File: src/tofhm_pkg.sv
package tofhm_pkg;

  localparam int SENSORS_DEF = 6;
  localparam int ONLINE_W    = 6;

  localparam logic [13:0] OOR_MARK    = 14'd9999;
  localparam logic [15:0] RAW_LIMIT   = 16'd8190;
  localparam logic [7:0]  ERR_LIMIT   = 8'd8;
  localparam logic [7:0]  ERR_MAX     = 8'd255;
  localparam logic [5:0]  EXPECT_MASK = 6'h3f;

  localparam logic [5:0]  ONLINE_RST       = 6'h3f;
  localparam logic [12:0] MAX_RANGE_RST    = 13'd2000;
  localparam logic [15:0] STALE_RST        = 16'd1500;
  localparam logic [15:0] OOR_STALE_RST    = 16'd3000;
  localparam logic [13:0] GOOD_MAX_RST     = 14'd1200;
  localparam logic [2:0]  MIN_BAD_RST      = 3'd3;
  localparam logic [2:0]  MIN_GOOD_RST     = 3'd2;
  localparam logic [15:0] SCAN_INTERVAL_RST = 16'd1000;

  typedef enum logic [1:0] {
    OP_POLL  = 2'd0,
    OP_CHECK = 2'd1,
    OP_CLEAR = 2'd2,
    OP_NONE  = 2'd3
  } op_t;

  typedef enum logic [1:0] {
    ST_OK       = 2'd0,
    ST_NO_DATA  = 2'd1,
    ST_FETCH    = 2'd2,
    ST_CHAN_ERR = 2'd3
  } status_t;

  typedef enum logic [2:0] {
    REG_ONLINE_MASK   = 3'd0,
    REG_MAX_RANGE     = 3'd1,
    REG_STALE         = 3'd2,
    REG_OOR_STALE     = 3'd3,
    REG_GOOD_MAX      = 3'd4,
    REG_MIN_BAD       = 3'd5,
    REG_MIN_GOOD      = 3'd6,
    REG_SCAN_INTERVAL = 3'd7
  } cfg_reg_t;

  // Outcome of the shared age compare: age = now - stamp, modulo 2^32.
  typedef struct packed {
    logic gt;
    logic ge;
  } age_res_t;

endpackage

File: src/tofhm_age_unit.sv
module tofhm_age_unit import tofhm_pkg::*; (
  input  logic [31:0] now,
  input  logic [31:0] stamp,
  input  logic [15:0] limit,
  output age_res_t    res
);

  logic [31:0] age;
  logic        lt;
  logic        eq;

  // The subtraction wraps, so a timer that crossed zero still ages correctly.
  assign age    = now - stamp;
  assign lt     = age < {16'd0, limit};
  assign eq     = age == {16'd0, limit};
  assign res.gt = !lt && !eq;
  assign res.ge = !lt;

endmodule

File: src/tof_sensor_array_health_monitor_core.sv
// Health monitor for an array of distance sensors. Each input transfer carries
// one operation in s_tuser: a poll outcome for one sensor, a round health
// check, a clear of the recovery flag or no operation; each gives exactly one
// result transfer. A poll or a clear passes the EXEC and DONE states; a health
// check walks SWEEP once per sensor entry, then SCAN and DONE, since a single
// 32-bit age subtract-and-compare unit is visited once per sensor entry and
// once more for the bus scan interval. Only one item is in work at a time;
// the result register lets the next item be accepted while a result waits.
module tof_sensor_array_health_monitor_core import tofhm_pkg::*; #(
  parameter int SENSORS = SENSORS_DEF
) (
  input  logic        clk,
  input  logic        rst,
  // s_tdata: sensor[2:0], fetch_status[4:3], distance_mm[20:5],
  //          now_ms[52:21], scan_mask[59:53], zero fill
  input  logic        s_tvalid,
  output logic        s_tready,
  input  logic [63:0] s_tdata,
  // s_tuser: op[1:0]
  input  logic [1:0]  s_tuser,
  // m_tdata: stored_distance[13:0], recovery[14], error_count[22:15],
  //          bad_count[25:23], good_count[28:26], zero fill
  output logic        m_tvalid,
  input  logic        m_tready,
  output logic [31:0] m_tdata,
  input  logic        cfg_wen,
  input  logic [2:0]  cfg_index,
  input  logic [15:0] cfg_data
);

  localparam int IDX_W = $clog2(SENSORS);
  localparam int CNT_W = $clog2(SENSORS + 1);

  typedef enum logic [4:0] {
    S_IDLE  = 5'b00001,
    S_EXEC  = 5'b00010,
    S_SWEEP = 5'b00100,
    S_SCAN  = 5'b01000,
    S_DONE  = 5'b10000
  } state_t;

  state_t state;

  // Configuration registers.
  logic [5:0]  online_mask;
  logic [12:0] max_range_mm;
  logic [15:0] stale_ms;
  logic [15:0] oor_stale_ms;
  logic [13:0] good_max_mm;
  logic [2:0]  min_bad;
  logic [2:0]  min_good;
  logic [15:0] scan_interval_ms;

  // Latched item.
  op_t         op_q;
  logic [2:0]  sensor_q;
  status_t     status_q;
  logic [15:0] mm_q;
  logic [31:0] now_q;
  logic [6:0]  mask_q;

  // Per-sensor state.
  logic [13:0] distance_store [SENSORS];
  logic [31:0] oor_start_time [SENSORS];
  logic        oor_active     [SENSORS];
  logic [31:0] last_good_time [SENSORS];
  logic [7:0]  sensor_errors  [SENSORS];

  logic        recovery_flag;
  logic [31:0] last_scan_time;
  logic [2:0]  bad_cnt;
  logic [2:0]  good_cnt;

  logic [IDX_W-1:0] cnt;
  logic [CNT_W-1:0] bad_acc;
  logic [CNT_W-1:0] good_acc;

  logic [IDX_W-1:0] sidx;
  logic             svalid;
  logic             online;
  logic [7:0]       online_ext;
  logic [IDX_W-1:0] rd_idx;
  logic [13:0]      rd_dist;
  logic [7:0]       err_cur;
  logic [7:0]       err_bump;
  logic [7:0]       err_new;
  logic [31:0]      unit_stamp;
  logic [15:0]      unit_limit;
  age_res_t         age;
  logic             semantic_hit;
  logic             scan_fault;
  logic             out_load;

  assign sidx       = IDX_W'(32'(sensor_q));
  assign svalid     = 32'(sensor_q) < SENSORS;
  assign online_ext = {2'b00, online_mask};
  assign online     = (sensor_q < 3'(ONLINE_W)) && online_ext[sensor_q];

  // One read address into the sensor arrays: the sweep walks it, else the item's sensor.
  assign rd_idx   = (state == S_SWEEP) ? cnt : sidx;
  assign rd_dist  = distance_store[rd_idx];
  assign err_cur  = sensor_errors[rd_idx];
  assign err_bump = (err_cur != ERR_MAX) ? err_cur + 8'd1 : err_cur;
  assign err_new  = (status_q == ST_FETCH) ? err_bump : err_cur;

  always_comb begin
    case (state)
      S_EXEC: begin
        unit_stamp = last_good_time[rd_idx];
        unit_limit = stale_ms;
      end
      S_SWEEP: begin
        unit_stamp = oor_start_time[rd_idx];
        unit_limit = oor_stale_ms;
      end
      default: begin
        unit_stamp = last_scan_time;
        unit_limit = scan_interval_ms;
      end
    endcase
  end

  tofhm_age_unit u_age (
    .now   (now_q),
    .stamp (unit_stamp),
    .limit (unit_limit),
    .res   (age)
  );

  assign semantic_hit = (32'(bad_acc) >= 32'(min_bad)) && (32'(good_acc) >= 32'(min_good));
  assign scan_fault   = (mask_q[5:0] != EXPECT_MASK) || mask_q[6];
  assign out_load     = (state == S_DONE) && (!m_tvalid || m_tready);
  assign s_tready     = (state == S_IDLE);

  always_ff @(posedge clk) begin
    if (cfg_wen) begin
      case (cfg_reg_t'(cfg_index))
        REG_ONLINE_MASK:   online_mask      <= cfg_data[5:0];
        REG_MAX_RANGE:     max_range_mm     <= cfg_data[12:0];
        REG_STALE:         stale_ms         <= cfg_data;
        REG_OOR_STALE:     oor_stale_ms     <= cfg_data;
        REG_GOOD_MAX:      good_max_mm      <= cfg_data[13:0];
        REG_MIN_BAD:       min_bad          <= cfg_data[2:0];
        REG_MIN_GOOD:      min_good         <= cfg_data[2:0];
        REG_SCAN_INTERVAL: scan_interval_ms <= cfg_data;
        default: ;
      endcase
    end
    if (rst) begin
      online_mask      <= ONLINE_RST;
      max_range_mm     <= MAX_RANGE_RST;
      stale_ms         <= STALE_RST;
      oor_stale_ms     <= OOR_STALE_RST;
      good_max_mm      <= GOOD_MAX_RST;
      min_bad          <= MIN_BAD_RST;
      min_good         <= MIN_GOOD_RST;
      scan_interval_ms <= SCAN_INTERVAL_RST;
    end
  end

  always_ff @(posedge clk) begin
    if (rst) begin
      state          <= S_IDLE;
      m_tvalid       <= 1'b0;
      recovery_flag  <= 1'b0;
      last_scan_time <= 32'd0;
      bad_cnt        <= 3'd0;
      good_cnt       <= 3'd0;
      cnt            <= '0;
      bad_acc        <= '0;
      good_acc       <= '0;
      for (int i = 0; i < SENSORS; i++) begin
        distance_store[i] <= OOR_MARK;
        oor_start_time[i] <= 32'd0;
        oor_active[i]     <= 1'b0;
        last_good_time[i] <= 32'd0;
        sensor_errors[i]  <= 8'd0;
      end
    end else begin
      if (m_tvalid && m_tready && !out_load) begin
        m_tvalid <= 1'b0;
      end
      case (state)
        S_IDLE: begin
          if (s_tvalid) begin
            op_q     <= op_t'(s_tuser);
            sensor_q <= s_tdata[2:0];
            status_q <= status_t'(s_tdata[4:3]);
            mm_q     <= s_tdata[20:5];
            now_q    <= s_tdata[52:21];
            mask_q   <= s_tdata[59:53];
            cnt      <= '0;
            bad_acc  <= '0;
            good_acc <= '0;
            state    <= (op_t'(s_tuser) == OP_CHECK) ? S_SWEEP : S_EXEC;
          end
        end
        S_EXEC: begin
          if (op_q == OP_CLEAR) begin
            recovery_flag <= 1'b0;
          end else if (op_q == OP_POLL && svalid) begin
            if (!online) begin
              distance_store[sidx] <= OOR_MARK;
              recovery_flag        <= 1'b1;
            end else begin
              case (status_q)
                ST_OK: begin
                  last_good_time[sidx] <= now_q;
                  sensor_errors[sidx]  <= 8'd0;
                  if (mm_q >= RAW_LIMIT || mm_q == 16'd0) begin
                    distance_store[sidx] <= OOR_MARK;
                    if (!oor_active[sidx]) begin
                      oor_active[sidx]     <= 1'b1;
                      oor_start_time[sidx] <= now_q;
                    end
                  end else begin
                    distance_store[sidx] <= (mm_q < {3'd0, max_range_mm}) ?
                                            mm_q[13:0] : {1'b0, max_range_mm};
                    oor_active[sidx]     <= 1'b0;
                  end
                end
                ST_CHAN_ERR: begin
                  sensor_errors[sidx] <= err_bump;
                end
                default: begin
                  sensor_errors[sidx] <= err_new;
                  if (age.gt || err_new >= ERR_LIMIT) begin
                    recovery_flag <= 1'b1;
                  end
                end
              endcase
            end
          end
          state <= S_DONE;
        end
        S_SWEEP: begin
          if (rd_dist == OOR_MARK && oor_active[cnt] && age.gt) begin
            bad_acc <= bad_acc + CNT_W'(1);
          end else if (rd_dist != 14'd0 && rd_dist < good_max_mm) begin
            good_acc <= good_acc + CNT_W'(1);
          end
          if (cnt == IDX_W'(SENSORS - 1)) begin
            state <= S_SCAN;
          end else begin
            cnt <= cnt + IDX_W'(1);
          end
        end
        S_SCAN: begin
          bad_cnt  <= (32'(bad_acc) > 32'd7) ? 3'd7 : 3'(bad_acc);
          good_cnt <= (32'(good_acc) > 32'd7) ? 3'd7 : 3'(good_acc);
          if (age.ge) begin
            last_scan_time <= now_q;
          end
          if (semantic_hit || (age.ge && scan_fault)) begin
            recovery_flag <= 1'b1;
          end
          state <= S_DONE;
        end
        S_DONE: begin
          if (out_load) begin
            m_tvalid <= 1'b1;
            state    <= S_IDLE;
          end
        end
        default: state <= S_IDLE;
      endcase
    end
  end

  always_ff @(posedge clk) begin
    if (out_load) begin
      m_tdata <= {3'd0, good_cnt, bad_cnt,
                  svalid ? err_cur : 8'd0,
                  recovery_flag,
                  svalid ? rd_dist : OOR_MARK};
    end
  end

`ifndef SYNTH
  a_accept_leaves_idle: assert property (@(posedge clk) disable iff (rst)
    (s_tvalid && s_tready) |=> (state != S_IDLE))
    else $error("accepted transfer did not start work");

  a_sweep_in_range: assert property (@(posedge clk) disable iff (rst)
    (state == S_SWEEP) |-> (32'(cnt) < SENSORS))
    else $error("sweep index beyond the sensor array");

  a_recovery_clear_only_by_op: assert property (@(posedge clk) disable iff (rst)
    $fell(recovery_flag) |-> $past(state == S_EXEC && op_q == OP_CLEAR))
    else $error("recovery flag dropped without a clear operation");
`endif

endmodule

File: config.mk
export PLATFORM = sky130hd
export DESIGN_NAME = tof_sensor_array_health_monitor_core
export DESIGN_NICKNAME = d
export VERILOG_FILES = /design/src/tofhm_pkg.sv /design/src/tofhm_age_unit.sv /design/src/tof_sensor_array_health_monitor_core.sv
export SDC_FILE = /design/constraint.sdc
export NUM_CORES = 2
export LEC_CHECK = 0
export BUFFER_PORTS_ARGS = -buffer_cell sky130_fd_sc_hd__buf_4
export CAP_MARGIN = 20
export CELL_PAD_IN_SITES_DETAIL_PLACEMENT = 1
export CELL_PAD_IN_SITES_GLOBAL_PLACEMENT = 1
export CORE_ASPECT_RATIO = 0.75
export CORE_MARGIN = 3
export CORE_UTILIZATION = 30
export CTS_CLUSTER_DIAMETER = 150
export DETAILED_ROUTE_END_ITERATION = 6
export GPL_ROUTABILITY_DRIVEN = 0
export PLACE_DENSITY_LB_ADDON = 0.08
export SLEW_MARGIN = 20
export SYNTH_ARGS = -nofsm -noshare
export SYNTH_HDL_FRONTEND = slang
export SYNTH_SLANG_ARGS = --single-unit
File: constraint.sdc
create_clock -name clk -period 11.7 [get_ports clk]
set_clock_uncertainty 0.1 [all_clocks]
set_input_delay 1.17 -clock clk [delete_from_list [all_inputs] [get_ports clk]]
set_output_delay 1.17 -clock clk [all_outputs]
set_load 0.1 [all_outputs]
==> results.sh <==
export IMPL_status="completed"
export IMPL_crit_required_ns=12.20
export IMPL_drtAntennaViolNets=0
export IMPL_path_max_fanout=121
export IMPL_swShare=0.305
export IMPL_max_slew_margin=0.249
export IMPL_synth_top_cell_by_area="edfxtp_1"
export IMPL_p_comb_frac=0.177
export IMPL_drv_cap=0
export IMPL_layout_drive_gt1_share=0.107
export IMPL_worstPathArrival_ns=9.00
export IMPL_synth_top_area_frac=0.534
export IMPL_pwr_share_seq=0.435
export IMPL_grt_usage=0.214
export IMPL_path_class="flip-flop to flip-flop"
export IMPL_reg2regPathDepth=29
export IMPL_clk_pin_slew_ns=0.06
export IMPL_r2r_slack_ns=3.20
export IMPL_port_buffers=116
export IMPL_grt_max_degree=122
export IMPL_hpwlAfterDp_um=106000
export IMPL_insertion_delay_ns=0.74
export IMPL_antenna_cells=0
export IMPL_grt_ovfl_total=0
export IMPL_ctsResizeCount=0
export IMPL_die_area_um2=152000
export IMPL_nets=4759
export IMPL_syn_avg_cell_area_um2=10.2
export IMPL_ys_warnings_count=0
export IMPL_p_sw_uw=2680
export IMPL_p_int_uw=6120
export IMPL_worstHoldPathType="flip-flop to flip-flop"
export IMPL_period_minus_slack_ns=8.50
export IMPL_numCtsBuffers=106
export IMPL_antenna_found_initial=9
export IMPL_via_per_inst=5.13
export IMPL_r2r_start="state[3]$_SDFFE_PP0P_"
export IMPL_mostFrequentLayoutCell="nand2_1"
export IMPL_post_cts_setup_buffers=0
export IMPL_slowest_delay_ns=0.72
export IMPL_crit_start="state[3]$_SDFFE_PP0P_"
export IMPL_max_clock_path_buffers=3
export IMPL_syn_inst=4344
export IMPL_slowest_stage="nor4_4"
export IMPL_synth_ff_type="edfxtp_1"
export IMPL_tightest_slew_ns=1.12
export IMPL_mostFrequentLayoutCells="1012 x nand2_1, 787 x edfxtp_1, 416 x nand3_1, 371 x nor2_1, 221 x buf_4"
export IMPL_finalSetupViolCount=0
export IMPL_syn_area_um2=44300
export IMPL_clockRootBuffer="clkbuf_16"
export IMPL_cts_tree="built"
export IMPL_dieHeight_um=339
export IMPL_grt_pass1_vias=34456
export IMPL_num_rows=121
export IMPL_async_reset_ff_frac=0
export IMPL_utilization=0.356
export IMPL_drtIter0Drc=2891
export IMPL_fmax_ghz=0.118
export IMPL_io_pins=124
export IMPL_rsz0062_at_grt="no"
export IMPL_endpoint_kind="flip-flop"
export IMPL_start_kind="flip-flop"
export IMPL_leakage_uw=0.0193
export IMPL_synthDistinctLibCells=94
export IMPL_die_w_um=450
export IMPL_fill_cells=16276
export IMPL_p_clk_frac=0.388
export IMPL_htreeDepth=3
export IMPL_start_util=0.304
export IMPL_cts_hold_buf=0
export IMPL_slew_violations=0
export IMPL_core_area_um2=146000
export IMPL_grt_pass1_wl_um=242000
export IMPL_syn_to_final_growth_pct=17.1
export IMPL_first_pass_iters=7
export IMPL_power_uw=8810
export IMPL_cp_common_cell="o21ai_0"
export IMPL_synth_seq_cells=934
export IMPL_finalHoldWorstSlack_ns=0.338
export IMPL_dpl_instance_area_um2=48300
export IMPL_finalCritPeriodShare=0.727
export IMPL_netlist_top_cells_area="edfxtp_1 53%, nand2_1 8.7%, dfxtp_1 6.6%"
export IMPL_num_vias=34078
export IMPL_ir_drop_mv=0.119
export IMPL_synth_edf_count=787
export IMPL_totalWireLength_um=165000
export IMPL_drc_errors=0
export IMPL_p_per_area_nw_per_um2=170
export IMPL_r2r_end="recovery_flag$_SDFFE_PP0P_"
export IMPL_cts_sinks=934
export IMPL_design_area_um2=51800
export IMPL_wl_per_cell_um=24.9
export IMPL_tns_ns=0
export IMPL_hold_viol_final=0
export IMPL_crit_end="recovery_flag$_SDFFE_PP0P_"
export IMPL_synth_seq_area_share=0.600
[worst min path at each step]
stage,from,end,slack (ns),cells past startpoint
finish,bad_cnt[0]$_SDFFE_PP0P_,m_tdata[23]$_DFFE_PP_,0.34,0
global route,bad_cnt[1]$_SDFFE_PP0P_,m_tdata[24]$_DFFE_PP_,0.35,0
CTS,bad_cnt[0]$_SDFFE_PP0P_,m_tdata[23]$_DFFE_PP_,0.34,0
detailed placement,bad_cnt[0]$_SDFFE_PP0P_,m_tdata[23]$_DFFE_PP_,0.32,0
global placement,bad_cnt[1]$_SDFFE_PP0P_,m_tdata[24]$_DFFE_PP_,0.32,0
floorplan,bad_cnt[0]$_SDFFE_PP0P_,m_tdata[23]$_DFFE_PP_,0.31,0
[cells by family (layout without fill, tap and decap cells)]
kind of cell	count (synthesis)	in the layout	synth area share
flops	934	934	0.600
xor+xnor	23	23	0.00455
compound gates	635	635	0.0965
fa+ha+maj	87	87	0.0248
other cells	1	177	0.0000847
buf+inv	425	578	0.0372
simple gates	2142	2142	0.213
mux	97	97	0.0239
[worst max-delay path: cells and delay by family (launching register included)]
family	cells	cell delay, ns
AOI/OAI and AO/OA	13	2.63
xor gates and xnor gates	1	0.20
adders and majority gates	3	0.93
buffers and inverters	4	1.01
DFF	1	0.42
and+or+nand+nor	8	2.92
[cells in the mapped netlist, types with 9 or more instances]
library cell and number:
a211o_1 9, a211oi_1 44, a21boi_0 10, a21o_1 21
a21oi_1 213, a221oi_1 32, a22o_1 17, a311oi_1 22
a31oi_1 11, and2_1 75, and3_1 61, buf_1 24
buf_2 16, clkbuf_1 224, dfxtp_1 147, edfxtp_1 787
ha_1 86, inv_1 151, mux2_2 11, mux2i_1 80
nand2_1 1031, nand2b_1 40, nand3_1 417, nand4_1 26
nor2_1 379, nor2b_1 12, nor3_1 34, nor4_1 13
o211ai_1 25, o21ai_0 104, or3_1 12, xnor2_1 17
[sequential cells by signal (all words and copies together) (netlist names), 5 cells and up, named ones only]
| signal | cells |
|---|---|
| mm_q | 16 |
| good_max_mm | 14 |
| oor_start_time | 256 |
| mask_q | 7 |
| online_mask | 6 |
| now_q | 32 |
| distance_store | 112 |
| last_good_time | 256 |
| last_scan_time | 32 |
| oor_active | 8 |
| sensor_errors | 64 |
| oor_stale_ms | 16 |
| scan_interval_ms | 16 |
| max_range_mm | 13 |
| stale_ms | 16 |
| m_tdata | 29 |
| state | 5 |
[layer usage]
metal	up-vias	wire, um	part of all wire	global-route usage
met1	17392	85200	0.52	0.333
met5	-	0	0	0
li1	15771	-	-	-
met3	154	8630	0.052	0.0324
met2	761	69000	0.42	0.312
met4	0	2470	0.015	0.0381
[through the flow]
stage	setup WS, ns	instances
global placement	3.13	6441
global route	2.54	6641
detailed placement	3.02	6442
CTS	3.00	6641
floorplan	5.06	4520
finish	3.20	6641
[layout make-up]
class                   instances  area, um2  share of cell area
clock buffers                 148       2950              0.0569
clock inverters                51        532              0.0103
inverters                     153        577              0.0111
multi-input cells            3161      17000               0.327
flip-flops and latches        934      26600               0.513
well taps                    1968       2460              0.0475
repair buffers                226       1770              0.0341
[power groups by stage]
stage / combinational [uW] / clock (uW) / sequential (uW)
after floorplan: 893 / 0 / 3900
after global placement: 1540 / 0 / 3900
after detailed placement: 1560 / 0 / 3900
after CTS: 1560 / 3510 / 3830
after global routing: 1700 / 3640 / 3840
final: 1560 / 3410 / 3830
No activity file was read; power rests on OpenSTA's default activity.
